===== src/hdl/xbt_pkg.sv =====
`default_nettype none
// ============================================================================
// xbt_pkg: shared types and constants of the XML byte tokenizer
// Token codes, string modes, the payload structs of both channels and the
// command format that links the classifier to the token serializer.
// ============================================================================
package xbt_pkg;

  // Depth of the command queue between classifier and serializer.
  localparam int unsigned QueueDepth = 4;
  localparam int unsigned QueueAw    = $clog2(QueueDepth);

  typedef enum logic [3:0] {
    TK_SEP   = 4'd0,
    TK_LT    = 4'd1,
    TK_GT    = 4'd2,
    TK_EQ    = 4'd3,
    TK_SLASH = 4'd4,
    TK_MINUS = 4'd5,
    TK_QUOTE = 4'd6,
    TK_SBYTE = 4'd7,
    TK_SEND  = 4'd8
  } token_kind_e;

  typedef enum logic [1:0] {
    MODE_NONE   = 2'd0,
    MODE_NAME   = 2'd1,
    MODE_QUOTED = 2'd2,
    MODE_TEXT   = 2'd3
  } string_mode_e;

  localparam logic [7:0] ChLt    = 8'h3C;
  localparam logic [7:0] ChGt    = 8'h3E;
  localparam logic [7:0] ChEq    = 8'h3D;
  localparam logic [7:0] ChSlash = 8'h2F;
  localparam logic [7:0] ChMinus = 8'h2D;
  localparam logic [7:0] ChQuote = 8'h22;
  localparam logic [7:0] ChSpace = 8'h20;
  localparam logic [7:0] ChTab   = 8'h09;
  localparam logic [7:0] ChCr    = 8'h0D;
  localparam logic [7:0] ChLf    = 8'h0A;

  typedef struct packed {
    logic [7:0] data_byte;
    logic       end_of_document;
  } in_item_t;

  typedef struct packed {
    logic [3:0] token_kind;
    logic [7:0] string_char;
    logic       last_of_run;
  } out_item_t;

  // One classified byte: one or two tokens. Of two tokens, one is always a string end.
  typedef struct packed {
    logic        two_tokens;
    token_kind_e kind0;
    token_kind_e kind1;
    logic [7:0]  char_byte;
  } cmd_t;

endpackage
`default_nettype wire


===== src/hdl/xbt_front.sv =====
`default_nettype none
// ============================================================================
// xbt_front: byte classifier
// Holds the lexer state and turns each accepted byte into a token command.
// ============================================================================
module xbt_front (
  input  wire logic             clk_i,
  input  wire logic             rst_ni,
  input  wire logic             accept_i,
  input  wire xbt_pkg::in_item_t item_i,
  output logic                  cmd_valid_o,
  output xbt_pkg::cmd_t         cmd_o
);

  typedef struct packed {
    logic                  emit;
    xbt_pkg::token_kind_e  kind;
    xbt_pkg::string_mode_e mode;
    logic                  tag_set;
    logic                  tag_clr;
  } plain_t;

  logic                  tag_q, tag_d;
  logic                  sep_q, sep_d;
  xbt_pkg::string_mode_e mode_q, mode_d;

  logic [1:0]           n;
  xbt_pkg::token_kind_e k0, k1, k_last;
  plain_t               p;
  logic [7:0]           ch;
  logic                 name_delim;

  // Handling of a byte while no string is open.
  function automatic plain_t plain_fn(logic [7:0] c, logic in_tag, logic last_sep);
    plain_t r;
    r.emit    = 1'b1;
    r.kind    = xbt_pkg::TK_SBYTE;
    r.mode    = xbt_pkg::MODE_NONE;
    r.tag_set = 1'b0;
    r.tag_clr = 1'b0;
    case (c)
      xbt_pkg::ChSpace, xbt_pkg::ChTab: begin
        r.kind = xbt_pkg::TK_SEP;
        r.emit = !last_sep;
      end
      xbt_pkg::ChLt: begin
        r.kind    = xbt_pkg::TK_LT;
        r.tag_set = 1'b1;
      end
      xbt_pkg::ChGt: begin
        r.kind    = xbt_pkg::TK_GT;
        r.tag_clr = 1'b1;
      end
      xbt_pkg::ChEq:    r.kind = xbt_pkg::TK_EQ;
      xbt_pkg::ChSlash: r.kind = xbt_pkg::TK_SLASH;
      xbt_pkg::ChMinus: r.kind = xbt_pkg::TK_MINUS;
      xbt_pkg::ChCr, xbt_pkg::ChLf: r.emit = 1'b0;
      xbt_pkg::ChQuote: begin
        if (in_tag) begin
          r.kind = xbt_pkg::TK_QUOTE;
          r.mode = xbt_pkg::MODE_QUOTED;
        end else begin
          r.mode = xbt_pkg::MODE_TEXT;
        end
      end
      default: r.mode = in_tag ? xbt_pkg::MODE_NAME : xbt_pkg::MODE_TEXT;
    endcase
    return r;
  endfunction

  assign ch = item_i.data_byte;

  always_comb begin
    tag_d  = tag_q;
    mode_d = mode_q;
    n      = 2'd0;
    k0     = xbt_pkg::TK_SEP;
    k1     = xbt_pkg::TK_SEP;
    name_delim = (ch == xbt_pkg::ChEq) || (ch == xbt_pkg::ChSpace) ||
                 (ch == xbt_pkg::ChTab) || (ch == xbt_pkg::ChCr) ||
                 (ch == xbt_pkg::ChLf) || (ch == xbt_pkg::ChSlash) ||
                 (ch == xbt_pkg::ChGt);
    // A name delimiter is handled right after a string end, so no separator is pending.
    p = plain_fn(ch, tag_q, (mode_q == xbt_pkg::MODE_NONE) ? sep_q : 1'b0);

    case (mode_q)
      xbt_pkg::MODE_NAME: begin
        if (name_delim) begin
          k0     = xbt_pkg::TK_SEND;
          k1     = p.kind;
          n      = p.emit ? 2'd2 : 2'd1;
          mode_d = p.mode;
          if (p.tag_set) tag_d = 1'b1;
          if (p.tag_clr) tag_d = 1'b0;
        end else begin
          k0 = xbt_pkg::TK_SBYTE;
          n  = 2'd1;
        end
      end
      xbt_pkg::MODE_QUOTED: begin
        if (ch == xbt_pkg::ChQuote) begin
          k0     = xbt_pkg::TK_SEND;
          k1     = xbt_pkg::TK_QUOTE;
          n      = 2'd2;
          mode_d = xbt_pkg::MODE_NONE;
        end else begin
          k0 = xbt_pkg::TK_SBYTE;
          n  = 2'd1;
        end
      end
      xbt_pkg::MODE_TEXT: begin
        if (ch == xbt_pkg::ChLt) begin
          k0     = xbt_pkg::TK_SEND;
          k1     = xbt_pkg::TK_LT;
          n      = 2'd2;
          tag_d  = 1'b1;
          mode_d = xbt_pkg::MODE_NONE;
        end else begin
          k0 = xbt_pkg::TK_SBYTE;
          n  = 2'd1;
        end
      end
      default: begin
        k0     = p.kind;
        n      = p.emit ? 2'd1 : 2'd0;
        mode_d = p.mode;
        if (p.tag_set) tag_d = 1'b1;
        if (p.tag_clr) tag_d = 1'b0;
      end
    endcase

    k_last = (n == 2'd2) ? k1 : k0;
    sep_d  = (n == 2'd0) ? sep_q : (k_last == xbt_pkg::TK_SEP);

    if (item_i.end_of_document) begin
      // A string left open is closed; then the next byte starts a new document.
      if ((mode_d != xbt_pkg::MODE_NONE) && (n != 2'd2)) begin
        if (n == 2'd0) begin
          k0 = xbt_pkg::TK_SEND;
        end else begin
          k1 = xbt_pkg::TK_SEND;
        end
        n = n + 2'd1;
      end
      tag_d  = 1'b0;
      mode_d = xbt_pkg::MODE_NONE;
      sep_d  = 1'b0;
    end
  end

  always_ff @(posedge clk_i or negedge rst_ni) begin
    if (!rst_ni) begin
      tag_q  <= 1'b0;
      sep_q  <= 1'b0;
      mode_q <= xbt_pkg::MODE_NONE;
    end else if (accept_i) begin
      tag_q  <= tag_d;
      sep_q  <= sep_d;
      mode_q <= mode_d;
    end
  end

  assign cmd_valid_o      = accept_i && (n != 2'd0);
  assign cmd_o.two_tokens = (n == 2'd2);
  assign cmd_o.kind0      = k0;
  assign cmd_o.kind1      = k1;
  assign cmd_o.char_byte  = ch;

  a_eod_resets: assert property (@(posedge clk_i) disable iff (!rst_ni)
    accept_i && item_i.end_of_document |=>
      (mode_q == xbt_pkg::MODE_NONE) && !tag_q && !sep_q)
    else $error("state not cleared after end of document");

endmodule
`default_nettype wire


===== src/hdl/xbt_queue.sv =====
`default_nettype none
// ============================================================================
// xbt_queue: command queue
// Short first-in first-out buffer of token commands between the two halves.
// ============================================================================
module xbt_queue (
  input  wire logic          clk_i,
  input  wire logic          rst_ni,
  input  wire logic          enq_i,
  input  wire xbt_pkg::cmd_t enq_data_i,
  input  wire logic          deq_i,
  output xbt_pkg::cmd_t      head_o,
  output logic               full_o,
  output logic               empty_o
);

  localparam int unsigned Aw = xbt_pkg::QueueAw;

  xbt_pkg::cmd_t     mem_q [xbt_pkg::QueueDepth];
  logic [Aw-1:0]     wptr_q, rptr_q;
  logic [Aw:0]       count_q;
  logic              do_enq, do_deq;

  assign full_o  = (count_q == (Aw+1)'(xbt_pkg::QueueDepth));
  assign empty_o = (count_q == '0);
  assign do_enq  = enq_i && !full_o;
  assign do_deq  = deq_i && !empty_o;
  assign head_o  = mem_q[rptr_q];

  always_ff @(posedge clk_i) begin
    if (do_enq) begin
      mem_q[wptr_q] <= enq_data_i;
    end
  end

  always_ff @(posedge clk_i or negedge rst_ni) begin
    if (!rst_ni) begin
      wptr_q  <= '0;
      rptr_q  <= '0;
      count_q <= '0;
    end else begin
      if (do_enq) wptr_q <= wptr_q + 1'b1;
      if (do_deq) rptr_q <= rptr_q + 1'b1;
      if (do_enq && !do_deq) begin
        count_q <= count_q + 1'b1;
      end else if (do_deq && !do_enq) begin
        count_q <= count_q - 1'b1;
      end
    end
  end

  a_count_bound: assert property (@(posedge clk_i) disable iff (!rst_ni)
    count_q <= (Aw+1)'(xbt_pkg::QueueDepth))
    else $error("command queue count out of range");

  a_ptr_match: assert property (@(posedge clk_i) disable iff (!rst_ni)
    (wptr_q == (rptr_q + count_q[Aw-1:0])))
    else $error("command queue pointers disagree with count");

endmodule
`default_nettype wire


===== src/hdl/xbt_back.sv =====
`default_nettype none
// ============================================================================
// xbt_back: token serializer
// Presents the tokens of the queue head one at a time and marks the last.
// ============================================================================
module xbt_back (
  input  wire logic          clk_i,
  input  wire logic          rst_ni,
  input  wire xbt_pkg::cmd_t head_i,
  input  wire logic          head_empty_i,
  input  wire logic          pop_i,
  output logic               deq_o,
  output xbt_pkg::out_item_t result_o
);

  logic                 second_q;
  logic                 take;
  logic                 last;
  xbt_pkg::token_kind_e kind;

  assign kind  = second_q ? head_i.kind1 : head_i.kind0;
  assign last  = second_q || !head_i.two_tokens;
  assign take  = pop_i && !head_empty_i;
  assign deq_o = take && last;

  assign result_o.token_kind  = kind;
  assign result_o.string_char = (kind == xbt_pkg::TK_SBYTE) ? head_i.char_byte : 8'd0;
  assign result_o.last_of_run = last;

  always_ff @(posedge clk_i or negedge rst_ni) begin
    if (!rst_ni) begin
      second_q <= 1'b0;
    end else if (take) begin
      second_q <= !last;
    end
  end

  a_second_has_head: assert property (@(posedge clk_i) disable iff (!rst_ni)
    second_q |-> !head_empty_i && head_i.two_tokens)
    else $error("second token pending without a two-token command");

endmodule
`default_nettype wire


===== src/hdl/xml_byte_tokenizer_top.sv =====
`default_nettype none
// ============================================================================
// xml_byte_tokenizer_top: streaming XML byte tokenizer
// Accepts one document byte per transaction and delivers token events.
// ============================================================================
// Each accepted document byte yields zero, one or two token transactions
// (separator, angle brackets, equals, slash, minus, quote, string byte,
// string end); the last token of a byte carries last_of_run. A byte is
// accepted in every cycle while the four-entry command queue between the
// classifier and the serializer has room, so the input rate is one byte
// per clock. The output side delivers one token per clock while pop is
// high and the queue is not empty, so bytes that produce two tokens (a
// string end followed by a delimiter, quote or open angle, or with
// end_of_document a token followed by a string end) are sent one token at
// a time and the queue absorbs them; sustained throughput is one byte per
// cycle whenever the byte stream averages at most one token per byte and
// pop is held. Raising end_of_document with a byte closes any open string
// and resets the lexer state, so the following byte begins a new document.
// ============================================================================
module xml_byte_tokenizer_top (
  input  wire logic               clk_i,
  input  wire logic               rst_ni,
  input  wire logic               push,
  output logic                    full,
  input  wire xbt_pkg::in_item_t  item_i,
  output logic                    empty,
  input  wire logic               pop,
  output xbt_pkg::out_item_t      result_o
);

  logic          accept;
  logic          cmd_valid;
  xbt_pkg::cmd_t cmd;
  xbt_pkg::cmd_t head;
  logic          deq;

  // The queue's full flag gates every byte, also those that yield no token.
  assign accept = push && !full;

  xbt_front u_front (
    .clk_i       (clk_i),
    .rst_ni      (rst_ni),
    .accept_i    (accept),
    .item_i      (item_i),
    .cmd_valid_o (cmd_valid),
    .cmd_o       (cmd)
  );

  xbt_queue u_queue (
    .clk_i      (clk_i),
    .rst_ni     (rst_ni),
    .enq_i      (cmd_valid),
    .enq_data_i (cmd),
    .deq_i      (deq),
    .head_o     (head),
    .full_o     (full),
    .empty_o    (empty)
  );

  xbt_back u_back (
    .clk_i        (clk_i),
    .rst_ni       (rst_ni),
    .head_i       (head),
    .head_empty_i (empty),
    .pop_i        (pop),
    .deq_o        (deq),
    .result_o     (result_o)
  );

endmodule
`default_nettype wire

===== config.mk =====
export PLATFORM = sky130hd
export DESIGN_NAME = xml_byte_tokenizer_top
export DESIGN_NICKNAME = d
export VERILOG_FILES = /design/src/hdl/xbt_pkg.sv /design/src/hdl/xbt_front.sv /design/src/hdl/xbt_queue.sv /design/src/hdl/xbt_back.sv /design/src/hdl/xml_byte_tokenizer_top.sv
export SDC_FILE = /design/constraint.sdc
export NUM_CORES = 1
export LEC_CHECK = 0
export ABC_AREA = 1
export BUFFER_PORTS_ARGS = -buffer_cell sky130_fd_sc_hd__buf_2
export CAP_MARGIN = 0
export CORE_ASPECT_RATIO = 0.5
export CORE_UTILIZATION = 50
export CTS_BUF_LIST = sky130_fd_sc_hd__clkbuf_2 sky130_fd_sc_hd__clkbuf_4 sky130_fd_sc_hd__clkbuf_8
export DETAILED_ROUTE_END_ITERATION = 8
export PLACE_DENSITY_LB_ADDON = 0.3
export SKIP_CTS_REPAIR_TIMING = 1
export SYNTH_ARGS = -nofsm -noshare
export SYNTH_HDL_FRONTEND = slang
export SYNTH_SLANG_ARGS = --single-unit

===== constraint.sdc =====
create_clock -name clk_i -period 4.25 [get_ports clk_i]
set_input_delay 0.2125 -clock clk_i [delete_from_list [all_inputs] [get_ports clk_i]]
set_output_delay 0.2125 -clock clk_i [all_outputs]
set_load 0.03 [all_outputs]

==> summary.md, run 1 <==
| Metric | Value |
|---|---|
| Setup total negative slack | `0 ns` |
| Status | `completed` |
| Critical path fanouts, max | `7` |
| Avg Synthesized Cell Area | `9.35 µm²` |
| Actual slew at the worst max-slew pin | `0.976 ns` |
| Area Overhead vs Synth | `12.8%` |
| Initial antenna violation count | `0` |
| Clock slew at reported path FFs | `0.09 ns` |
| Multi-input logic area | `0.00132 mm²` |
| Initial core utilization | `0.525` |
| Peak VDD IR | `roughly 0.00031 V` |
| RSZ-0062 raised after global routing | `no` |
| Total GRT Usage | `0.213` |
| Pwr/cell area | `between 600 and 700 mW/mm²` |
| Crit share post-route | `0.792` |
| Vias in the first global route | `2722` |
| # rows | `22` |
| Flops & latches, synth | `80` |
| Ports | `28` |
| Via density | `slightly above 5` |
| Hold slack | `roughly 0.09 ns` |
| # nets final | `~470` |
| Largest net degree at the start of global routing | `36` |
| Clock Skew | `between 0.01 and 0.015 ns` |
| Hold worst-path end | `u_queue.mem_q[0][6]` |
| WP data required | `4.48 ns` |
| Leak | `1.91 nW` |
| Worst R2R Path Depth | `20` |
| I/O Buffers | `27` |
| DR WL/cell | `around 14 µm` |
| Syn nets | `440` |
| Final Util | `0.593` |
| Final wirelength | `~8 mm` |
| Synth cell types | `29` |
| Initial DRT Pass Iterations | `4` |
| DP Worst Slack | `0.744 ns` |
| Depth of the CTS H-tree | `3` |
| Mapped Cells | `around 420` |
| CP endpoint kind | `flip-flop` |
| Global-route wire length before repair | `about 13 mm` |
| Clock latency on the worst-skew pair | `about 0.35 ns` |
| Worst hold stages | `1` |
| Fillers | `610` |
| Non-Filler Instances | `566` |
| Worst flop-to-flop path endpoint | `u_queue.count_q[2]` |
| HPWL Detailed | `around 5.3 mm` |
| R2r startpoint | `u_front.mode_q[1]` |
| TritonCTS Buffers | `9` |
| Setup ws final | `0.886 ns` |
| GR Overflow Total | `0` |
| Hold Path Class | `primary input to flip-flop` |
| Vert. Die Dim | `64.6 µm` |
| YS warnings | `0` |
| Setup CP Type | `flip-flop to flip-flop` |
| Initial DRC count | `around 210` |
| Core ar. | `about 0.0075 mm²` |
| Synthesized area | `roughly 0.0039 mm²` |
| Reg2Reg Setup Slack | `slightly below 0.9 ns` |
| Final setup fails | `0` |
| Remaining DRCs | `0` |
| Max_cap viols | `0` |
| Die X | `around 130 µm` |
| Slew HR | `0.349` |
| Layout cell share with drive strength beyond 1 | `0.146` |
| Arrival time worst endpoint | `around 3.6 ns` |
| Hold Startpoint | `item_i[7]` |
| Bufs on Longest Clock Path | `2` |
| Final Hold Viols | `0` |
| Register area | `roughly 0.0023 mm²` |
| Minimum clock period | `about 3.4 ns` |
| Startpoint types | `flip-flop` |
| Sink Count | `80` |
| Post-route ant nets | `0` |
| Seq/Total Area, Yosys | `0.598` |
| CTS tree | `yes` |
| Slew Viols, Final | `0` |
| FMAX | `between 0.2 and 0.3 GHz` |
| Placed Instances | `549` |
| Antenna diodes | `0` |
| DIE AREA | `approximately 0.008 mm²` |
| Root buffer cell | `clkbuf_8` |
| GP Congestion | `approximately 0.93` |
| Vias | `2882` |
-- critical path, stage by stage (launching register included) --
cell     delay (ns)
dfrtp_1        0.41
nor2_1         0.38
nand2_1        0.09
nand2_1        0.08
nand2_1        0.07
nand2_2        0.10
inv_1          0.07
nor2_2         0.10
inv_1          0.07
ha_1           0.23
nor2_1         0.19
nand3_1        0.13
nand3_2        0.13
nand2_4        0.08
inv_1          0.06
ha_1           0.13
inv_1          0.07
fa_1           0.44
a21oi_1        0.16
o21ai_0        0.11
xor2_1         0.15
-- cell families (layout without fill, tap and decap cells) --
| logic type | Yosys count | in the layout | synth area share |
|---|---|---|---|
| xor+xnor | 3 | 3 | 0.00671 |
| mux | 1 | 1 | 0.00287 |
| buf+inv | 64 | 103 | 0.0645 |
| fa+ha+maj | 8 | 8 | 0.0275 |
| simple gates | 193 | 193 | 0.207 |
| flops | 80 | 80 | 0.598 |
| compound gates | 70 | 70 | 0.0942 |
-- cells in the final DEF, fill, tap and decap left out --
cell           instances
nor2_1                94
edfxtp_1              68
nand2_1               66
inv_1                 50
o21ai_0               41
buf_2                 27
a21oi_1               16
nand3_1               14
dfrtp_1               12
clkbuf_8               9
o22ai_1                8
nand2_2                8
ha_1                   7
buf_4                  6
a31oi_1                4
inv_6                  4
nor2_2                 3
clkinv_1               2
nor2_4                 2
nand4_1                2
xor2_1                 2
bufinv_16              2
inv_2                  1
or2_2                  1
nand3_2                1
nand2_4                1
mux2_2                 1
xnor2_1                1
nand3b_1               1
o32ai_1                1
fa_1                   1
inv_8                  1
dlygate4sd3_1          1
-- registers in the layout (all words and copies together), names as in the netlist --
register         cells
u_back.second_q      1
u_front.mode_q       2
u_front.sep_q        1
u_front.tag_q        1
u_queue.count_q      3
u_queue.mem_q       68
u_queue.rptr_q       2
u_queue.wptr_q       2
-- cells in the mapped netlist --
library cell | n | share of area
a21oi_1 | 16 | 0.020
a31oi_1 | 4 | 0.0064
buf_2 | 4 | 0.0051
buf_4 | 2 | 0.0038
clkbuf_1 | 5 | 0.0048
clkinv_1 | 2 | 0.0019
dfrtp_1 | 12 | 0.077
edfxtp_1 | 68 | 0.52
fa_1 | 1 | 0.0051
ha_1 | 7 | 0.022
inv_1 | 50 | 0.048
inv_2 | 1 | 0.00096
mux2_2 | 1 | 0.0029
nand2_1 | 66 | 0.063
nand2_2 | 8 | 0.013
nand2_4 | 1 | 0.0029
nand3_1 | 14 | 0.018
nand3_2 | 1 | 0.0026
nand3b_1 | 1 | 0.0019
nand4_1 | 2 | 0.0032
nor2_1 | 94 | 0.090
nor2_2 | 3 | 0.0048
nor2_4 | 2 | 0.0057
o21ai_0 | 41 | 0.052
o22ai_1 | 8 | 0.013
o32ai_1 | 1 | 0.0022
or2_2 | 1 | 0.0016
xnor2_1 | 1 | 0.0022
xor2_1 | 2 | 0.0045
-- worst max-delay path by stage --
stage	from	to	slack, ns	cells after the start
global placement	item_i[7]	u_queue.count_q[2]	0.87	26
finish	u_front.mode_q[1]	u_queue.count_q[2]	0.89	20
CTS	u_front.mode_q[1]	u_queue.count_q[2]	0.89	20
detailed placement	item_i[7]	u_queue.count_q[2]	0.74	26
floorplan	item_i[3]	u_queue.count_q[2]	1.23	26
global route	u_front.mode_q[1]	u_queue.count_q[2]	0.47	20
-- through the flow --
step	cell area [µm²]	power [mW]
after floorplan	3920	2.07
after CTS	4410	3.03
final	4420	3.03
after global routing	4420	3.25
after detailed placement	4180	2.41
after global placement	4180	2.38
-- power by group --
group	internal (mW)	switching (mW)	leakage (nW)
clock network	0.343	0.286	0.117
registers	1.07	0.0605	0.770
logic	0.365	0.896	1.02
total	1.78	1.24	1.91
-- layout make-up --
class                      instances  area share
timing repair buffer              34      0.0430
multi-input combinational        275       0.299
clock inverter                     7      0.0241
inverter                          53      0.0450
clock buffer                       9      0.0280
tap                              108      0.0306
sequential                        80       0.530
-- per-layer routing --
layer | share of wire | global-route usage | up-vias | wire [µm]
met5 | 0 | 0 | - | 0
met4 | 0.013 | 0.0699 | 0 | 106
met3 | 0.055 | 0.0446 | 14 | 442
met2 | 0.45 | 0.332 | 68 | 3560
met1 | 0.49 | 0.300 | 1344 | 3880
li1 | - | - | 1456 | -
Power figures use the tool's default switching activity.
==> run 2, diff against run 1 <==
- clock period: 4.25 -> 2.8 ns (I/O delays scaled with it)
==> run 2 against run 1 <==
  * The run now ends with negative setup slack left
  * Count of clock-buffer cells in the layout stayed put
  * Utilization is 5.8 points higher
  * Combinational power is 80% higher
  * Register-to-register slack worse by 0.90 ns
  * Via count is 5.8% higher
  * Worst setup slack worse by 0.90 ns
  * Clock power is 27% higher
  * Sequential power is 53% higher
  * Design area is 9.8% higher
  * Sequential cell count stayed put
  * Global-route usage is 0.80 points higher
==> summary.md, run 2 (synthesized netlist as in run 1, its figures left out) <==
| Metric | Value |
|---|---|
| Status | `complete, but fails checks` |
| Violated checks | `negative setup slack` |
| DIE AREA | `0.00822 mm² (unchanged)` |
| Slew HR | `0.659 (+0.310)` |
| Final wirelength | `8.44 mm (+5.7%)` |
| Sw power | `2.04 mW (+64%)` |
| Switching share of total power | `0.424 (+0.0133)` |
| Hold Path Class | `primary input to flip-flop` |
| Slew Viols, Final | `0 (unchanged)` |
| Peak VDD IR | `0.000523 V (+67%)` |
| TritonCTS Buffers | `9 (unchanged)` |
| Clock Skew | `0.00852 ns (-0.00499 ns)` |
| Final instance area | `0.00485 mm² (+9.8%)` |
| Commonest non-fill, non-tap cells in the layout | `90 x nor2_1, 68 x edfxtp_1, 61 x nand2_1` |
| Via density | `5.00 (-1.8%)` |
| Vias | `3049 (+5.8%)` |
| Root buffer cell | `clkbuf_8` |
| Final setup fails | `1 (+1)` |
| Initial DRT Pass Iterations | `4 (unchanged)` |
| GR Overflow Total | `0 (unchanged)` |
| # nets final | `518 (+9.3%)` |
| Combinational group share of total power | `0.472 (+0.055)` |
| Worst hold stages | `2 (+1)` |
| Total GRT Usage | `0.221 (+0.00804)` |
| I/O Buffers | `27 (unchanged)` |
| Core ar. | `0.00746 mm² (unchanged)` |
| DP Worst Slack | `-0.312 ns (-1.06 ns)` |
| Setup CP Type | `flip-flop to flip-flop` |
| Biggest regs | `u_queue.mem_q (68), u_queue.count_q (3)` |
| RSZ-0062 raised after global routing | `yes` |
| GP Congestion | `0.899 (-3.2%)` |
| Final Util | `0.650 (+0.0579)` |
| Crit share post-route | `1.01 (+0.214)` |
| Layout cell share with drive strength beyond 1 | `0.263 (+0.117)` |
| Vias in the first global route | `2810 (+3.2%)` |
| Remaining DRCs | `0 (unchanged)` |
| Commonest non-fill, non-tap cell in the layout | `nor2_1` |
| Largest net degree at the start of global routing | `36 (unchanged)` |
| Leak | `2.10 nW (+9.9%)` |
| Depth of the CTS H-tree | `3 (unchanged)` |
| Clock slew at reported path FFs | `0.09 ns (about the same)` |
| Startpoint types | `flip-flop` |
| Critical path fanouts, max | `4 (-3)` |
| Reg with most FFs | `u_queue.mem_q` |
| CTS tree | `yes` |
| Crit-path cells | `inv_2 -> nor2_4 -> nand2_2 -> o21ai_1 -> inv_1 -> nand2_2 -> nand2_2 -> inv_4 -> nor2_4 -> inv_2 -> ha_4 -> nor2_4 -> nand2_2 -> nand2_2 -> nand3_2 -> nand2_4 -> inv_4 -> ha_4 -> inv_2 -> fa_2 -> mux2_4` |
| Initial core utilization | `0.525 (unchanged)` |
| Hold slack | `0.0869 ns (-0.00263 ns)` |
| Clock latency on the worst-skew pair | `0.36 ns (about the same)` |
| Final Hold Viols | `0 (unchanged)` |
| Arrival time worst endpoint | `3.07 ns (-0.53 ns)` |
| Fillers | `567 (-7.0%)` |
| Die X | `127 µm (unchanged)` |
| Pwr Total | `4.80 mW (+59%)` |
| Sink Count | `80 (unchanged)` |
| Clock share of power | `0.166 (-0.042)` |
| Initial antenna violation count | `0 (unchanged)` |
| DR WL/cell | `13.8 µm (-1.9%)` |
| Ports | `28 (unchanged)` |
| HPWL Detailed | `5.71 mm (+8.0%)` |
| Vert. Die Dim | `64.6 µm (unchanged)` |
| Multi-input logic area | `0.00141 mm² (+6.8%)` |
| Antenna diodes | `0 (unchanged)` |
| Worst R2R Path Depth | `21 (+5.0%)` |
| Bufs on Longest Clock Path | `2 (unchanged)` |
| Placed Area | `0.00452 mm² (+8.1%)` |
| FMAX | `0.355 GHz (+20%)` |
| Pwr/cell area | `990 mW/mm² (+45%)` |
| Post-route ant nets | `0 (unchanged)` |
| Crit-path most repeated cell | `nand2_2` |
| Initial DRC count | `259 (+21%)` |
| WP data required | `3.05 ns (-1.43 ns)` |
| # rows | `22 (unchanged)` |
| Global-route wire length before repair | `13.2 mm (+1.3%)` |
| Minimum clock period | `2.81 ns (-0.550 ns)` |
| CP endpoint kind | `flip-flop` |
| Actual slew at the worst max-slew pin | `0.506 ns (-0.470 ns)` |
| Max_cap viols | `0 (unchanged)` |
| Setup ws final | `-0.0147 ns (-0.900 ns)` |
| Internal cell power | `2.77 mW (+55%)` |
| Worst path slowest cell | `dfrtp_1` |
| Sequential power share | `0.362 (-0.013)` |
| Register area | `0.00234 mm² (unchanged)` |
| Max reg flops | `68 (unchanged)` |
| Largest stage delay, worst path | `0.43 ns (about the same)` |
| Area Overhead vs Synth | `23.8%` |
[run 2: cell count changes in the layout (fill, tap and decap cells not counted), moves of 4 or more]
cell,delta
buf_4,+39
inv_1,-6
nand2_1,-5
nand2_2,+5
nor2_1,-4
[run 2: final timing paths]
kind	startpoint	to	slack [ns]
setup / recovery	u_front.mode_q[1]	u_queue.count_q[1]	-0.01
hold reg to reg	u_front.sep_q	u_front.sep_q	0.49
setup reg to reg	u_front.mode_q[1]	u_queue.count_q[1]	-0.01
min in group asynchronous	rst_ni	u_front.mode_q[1]	0.18
hold / removal	item_i[8]	u_queue.mem_q[1][7]	0.09
max in group asynchronous	rst_ni	u_front.sep_q	2.39
[run 2: final cells by class]
class / count / area share
Sequential cell: 80 / 0.483
Multi-Input combinational cell: 275 / 0.291
Inverter: 53 / 0.0428
Clock inverter: 7 / 0.0126
Tap cell: 108 / 0.0278
Clock buffer: 9 / 0.0255
Timing Repair Buffer: 78 / 0.117
[run 2: critical path, delay by kind of cell (launching register included)]
family                     cells  cell delay, ns
AOI/OAI and AO/OA              1            0.06
DFF                            1            0.43
buffers and inverters          6            0.36
and+or+nand+nor               10            0.85
adders and majority gates      3            0.72
muxes                          1            0.27
[run 2: power by group through the flow]
stage	clock network, mW	registers, mW	logic, mW
after floorplan	0	1.73	1.42
after global placement	0	1.75	2.05
after detailed placement	0	1.75	2.09
after CTS	0.802	1.73	2.10
after global routing	0.850	1.76	2.51
final	0.796	1.74	2.27
[run 2: routing by layer]
metal	global-route usage	part of all wire	vias to the layer above
met4	0.0804	0.012	0
met5	0	0	-
met1	0.288	0.46	1400
met3	0.0603	0.070	11
met2	0.359	0.45	98
li1	-	-	1540
[run 2: metrics by stage]
stage | TNS, ns | cells
global route | -1.89 | 610
CTS | -1.54 | 604
detailed placement | -0.563 | 588
finish | -0.0147 | 610
global placement | -0.298 | 588
floorplan | -3.09 | 419
==> run 3, diff against run 2 <==
==> constraint.sdc (replaced) <==
create_clock -name clk_i -period 2.8 [get_ports clk_i]
set_input_delay 0.56 -clock clk_i [delete_from_list [all_inputs] [get_ports clk_i]]
set_output_delay 0.56 -clock clk_i [all_outputs]
set_load 0.03 [all_outputs]
==> run 3 against run 2 <==
  * The run still ends with negative setup slack left
  * Design area up 12%
  * Non-clock buffer count up 21
  * First-iteration DRC count up 12%
  * Worst hold slack worse by 0.015 ns
  * Critical endpoint unchanged
==> summary.md, run 3 (synthesized netlist as in run 1, its figures left out) <==
| Metric | Value |
|---|---|
| Final instance area | `0.00541 mm² (+12%)` |
| Via density | `5.15 (+3.0%)` |
| Initial DRC count | `289 (+12%)` |
| Leak | `2.28 nW (+8.7%)` |
| Internal cell power | `3.12 mW (+13%)` |
| GR Overflow Total | `0 (unchanged)` |
| Final Hold Viols | `0 (unchanged)` |
| Combinational group share of total power | `0.523 (+0.051)` |
| Bufs on Longest Clock Path | `2 (unchanged)` |
| Post-route ant nets | `0 (unchanged)` |
| Pwr/cell area | `986 mW/mm² (-0.37%)` |
| Placed Area | `0.00473 mm² (+4.6%)` |
| Reg with most FFs | `u_queue.mem_q` |
| RSZ-0062 raised after global routing | `yes` |
| Peak VDD IR | `0.000512 V (-2.2%)` |
| Sw power | `2.22 mW (+9.2%)` |
| Die X | `127 µm (unchanged)` |
| Area Overhead vs Synth | `38.1%` |
| Minimum clock period | `2.95 ns (+0.133 ns)` |
| Core ar. | `0.00746 mm² (unchanged)` |
| CP endpoint kind | `flip-flop` |
| Actual slew at the worst max-slew pin | `0.436 ns (-0.0701 ns)` |
| CP Buf/Inv Count | `6 (unchanged)` |
| Total GRT Usage | `0.222 (+0.00126)` |
| Crit-path most repeated cell | `nand2_2` |
| Non-Filler Instances | `632 (+3.6%)` |
| Global-route wire length before repair | `13.6 mm (+3.2%)` |
| Worst path slowest cell | `fa_2` |
| FMAX | `0.339 GHz (-4.5%)` |
| TritonCTS Buffers | `9 (unchanged)` |
| Largest net degree at the start of global routing | `36 (unchanged)` |
| Vias | `3254 (+6.7%)` |
| CTS tree | `yes` |
| Setup CP Type | `primary input to flip-flop` |
| Slew HR | `0.709 (+0.0503)` |
| Initial antenna violation count | `0 (unchanged)` |
| Vert. Die Dim | `64.6 µm (unchanged)` |
| Antenna diodes | `0 (unchanged)` |
| Max_cap viols | `0 (unchanged)` |
| Pwr Total | `5.34 mW (+11%)` |
| Final setup fails | `2 (+1)` |
| Clock slew at reported path FFs | `0.09 ns (about the same)` |
| HPWL Detailed | `5.95 mm (+4.3%)` |
| Clock Skew | `0.00788 ns (-0.000644 ns)` |
| Commonest non-fill, non-tap cell in the layout | `nor2_1` |
| # nets final | `540 (+4.2%)` |
| Startpoint types | `primary input` |
| Sequential power share | `0.330 (-0.032)` |
| Crit-path cells | `buf_8 -> inv_6 -> nand2_8 -> nor2_4 -> nand2_2 -> nand2_4 -> buf_6 -> nand2_1 -> nand2_2 -> nor2_2 -> nor2_4 -> inv_2 -> ha_4 -> nor2_4 -> nand2_2 -> nand2_2 -> nand3_4 -> nand2_4 -> inv_2 -> ha_4 -> inv_4 -> fa_2 -> mux2_4` |
| Biggest regs | `u_queue.mem_q (68), u_queue.count_q (3)` |
| Ports | `28 (unchanged)` |
| Sink Count | `80 (unchanged)` |
| Layout cell share with drive strength beyond 1 | `0.372 (+0.109)` |
| Initial core utilization | `0.525 (unchanged)` |
| # rows | `22 (unchanged)` |
| I/O Buffers | `27 (unchanged)` |
| Remaining DRCs | `0 (unchanged)` |
| WP data required | `3.04 ns (about the same)` |
| Placed Instances | `598 (+1.7%)` |
| Depth of the CTS H-tree | `3 (unchanged)` |
| Commonest non-fill, non-tap cells in the layout | `80 x nor2_1, 68 x edfxtp_1, 61 x buf_4` |
| Crit path max-delay family | `simple AND/OR/NAND/NOR gates` |
| Setup total negative slack | `-0.289 ns (-0.275 ns)` |
| Fillers | `473 (-17%)` |
| Crit share post-route | `1.05 (+0.0475)` |
| GP Congestion | `0.902 (+0.30%)` |
| Slew Viols, Final | `0 (unchanged)` |
| Root buffer cell | `clkbuf_8` |
| Violated checks | `negative setup slack` |
| Clock share of power | `0.147 (-0.019)` |
| DR WL/cell | `14.6 µm (+5.7%)` |
| Max reg flops | `68 (unchanged)` |
| Setup ws final | `-0.148 ns (-0.133 ns)` |
| Largest stage delay, worst path | `0.42 ns (about the same)` |
| DIE AREA | `0.00822 mm² (unchanged)` |
| Vias in the first global route | `2847 (+1.3%)` |
| Switching share of total power | `0.417 (-0.00758)` |
| Hold slack | `0.0715 ns (-0.0155 ns)` |
| Status | `complete, but fails checks` |
| Initial DRT Pass Iterations | `5 (+1)` |
| Clock latency on the worst-skew pair | `0.35 ns (about the same)` |
| Hold Path Class | `primary input to asynchronous set/reset pin` |
| Arrival time worst endpoint | `3.19 ns (+0.12 ns)` |
| Final wirelength | `9.25 mm (+9.5%)` |
| Critical path fanouts, max | `5 (+1)` |
run 3: cell count changes in the layout (fill, tap and decap cells not counted), sizes merged:
cell	change
buf	+20
clkbuf	+2
clkinvlp	-1
dlygate4sd3	-1
clkinv	+1
inv	+1
run 3: final cells by class:
type | count | area (µm²) | share of cell area
Inverter | 53 | 230 | 0.0425
Clock inverter | 7 | 61.3 | 0.0113
Tap cell | 108 | 135 | 0.0250
Timing Repair inverter | 1 | 5.00 | 0.000925
Clock buffer | 9 | 124 | 0.0229
Sequential cell | 80 | 2340 | 0.433
Timing Repair Buffer | 99 | 921 | 0.170
Multi-Input combinational cell | 275 | 1590 | 0.294
run 3: worst reg2reg max path, cell delays in order, from the launching register on:
cell	delay (ns)
dfrtp_1	0.41
inv_1	0.08
nor2_1	0.07
nand2_2	0.08
o21ai_1	0.07
inv_1	0.08
nand2_2	0.06
nand2_2	0.08
inv_2	0.05
nor2_4	0.10
inv_2	0.07
ha_4	0.17
nor2_4	0.14
nand2_2	0.07
nand2_2	0.09
nand3_4	0.09
nand2_4	0.07
inv_2	0.04
ha_4	0.15
inv_4	0.05
fa_2	0.42
mux2_4	0.27
run 3: worst paths after layout:
path,from,to,slack [ns],cells past startpoint
worst max-delay path,item_i[8],u_queue.count_q[1],-0.15,23
worst min-delay path,rst_ni,u_queue.count_q[0],0.07,1
worst max register to register,u_front.mode_q[1],u_queue.count_q[1],-0.01,21
worst min register to register,u_front.sep_q,u_front.sep_q,0.50,2
max in group asynchronous,rst_ni,u_queue.rptr_q[0],2.49,1
min in group clk_i,u_front.sep_q,u_front.sep_q,0.50,2
run 3: power by group through the flow:
stage / combinational (mW) / clock [mW] / sequential, mW
after floorplan: 1.54 / 0 / 1.73
after global placement: 2.23 / 0 / 1.75
after detailed placement: 2.29 / 0 / 1.76
after CTS: 2.30 / 0.789 / 1.73
after global routing: 3.02 / 0.840 / 1.79
final: 2.79 / 0.784 / 1.76
run 3: metal layers:
metal,track usage,part of all wire
met3,0.0504,0.055
met4,0.0536,0.0099
met1,0.307,0.47
met2,0.361,0.47
met5,0,0
run 3: through the flow:
step,setup WS [ns],util
6_report,-0.148,0.726
3_3_place_gp,-0.503,0.634
2_1_floorplan,-0.353,-
4_1_cts,-0.259,0.659
5_1_grt,-0.298,0.726
3_5_place_dp,-0.614,0.634
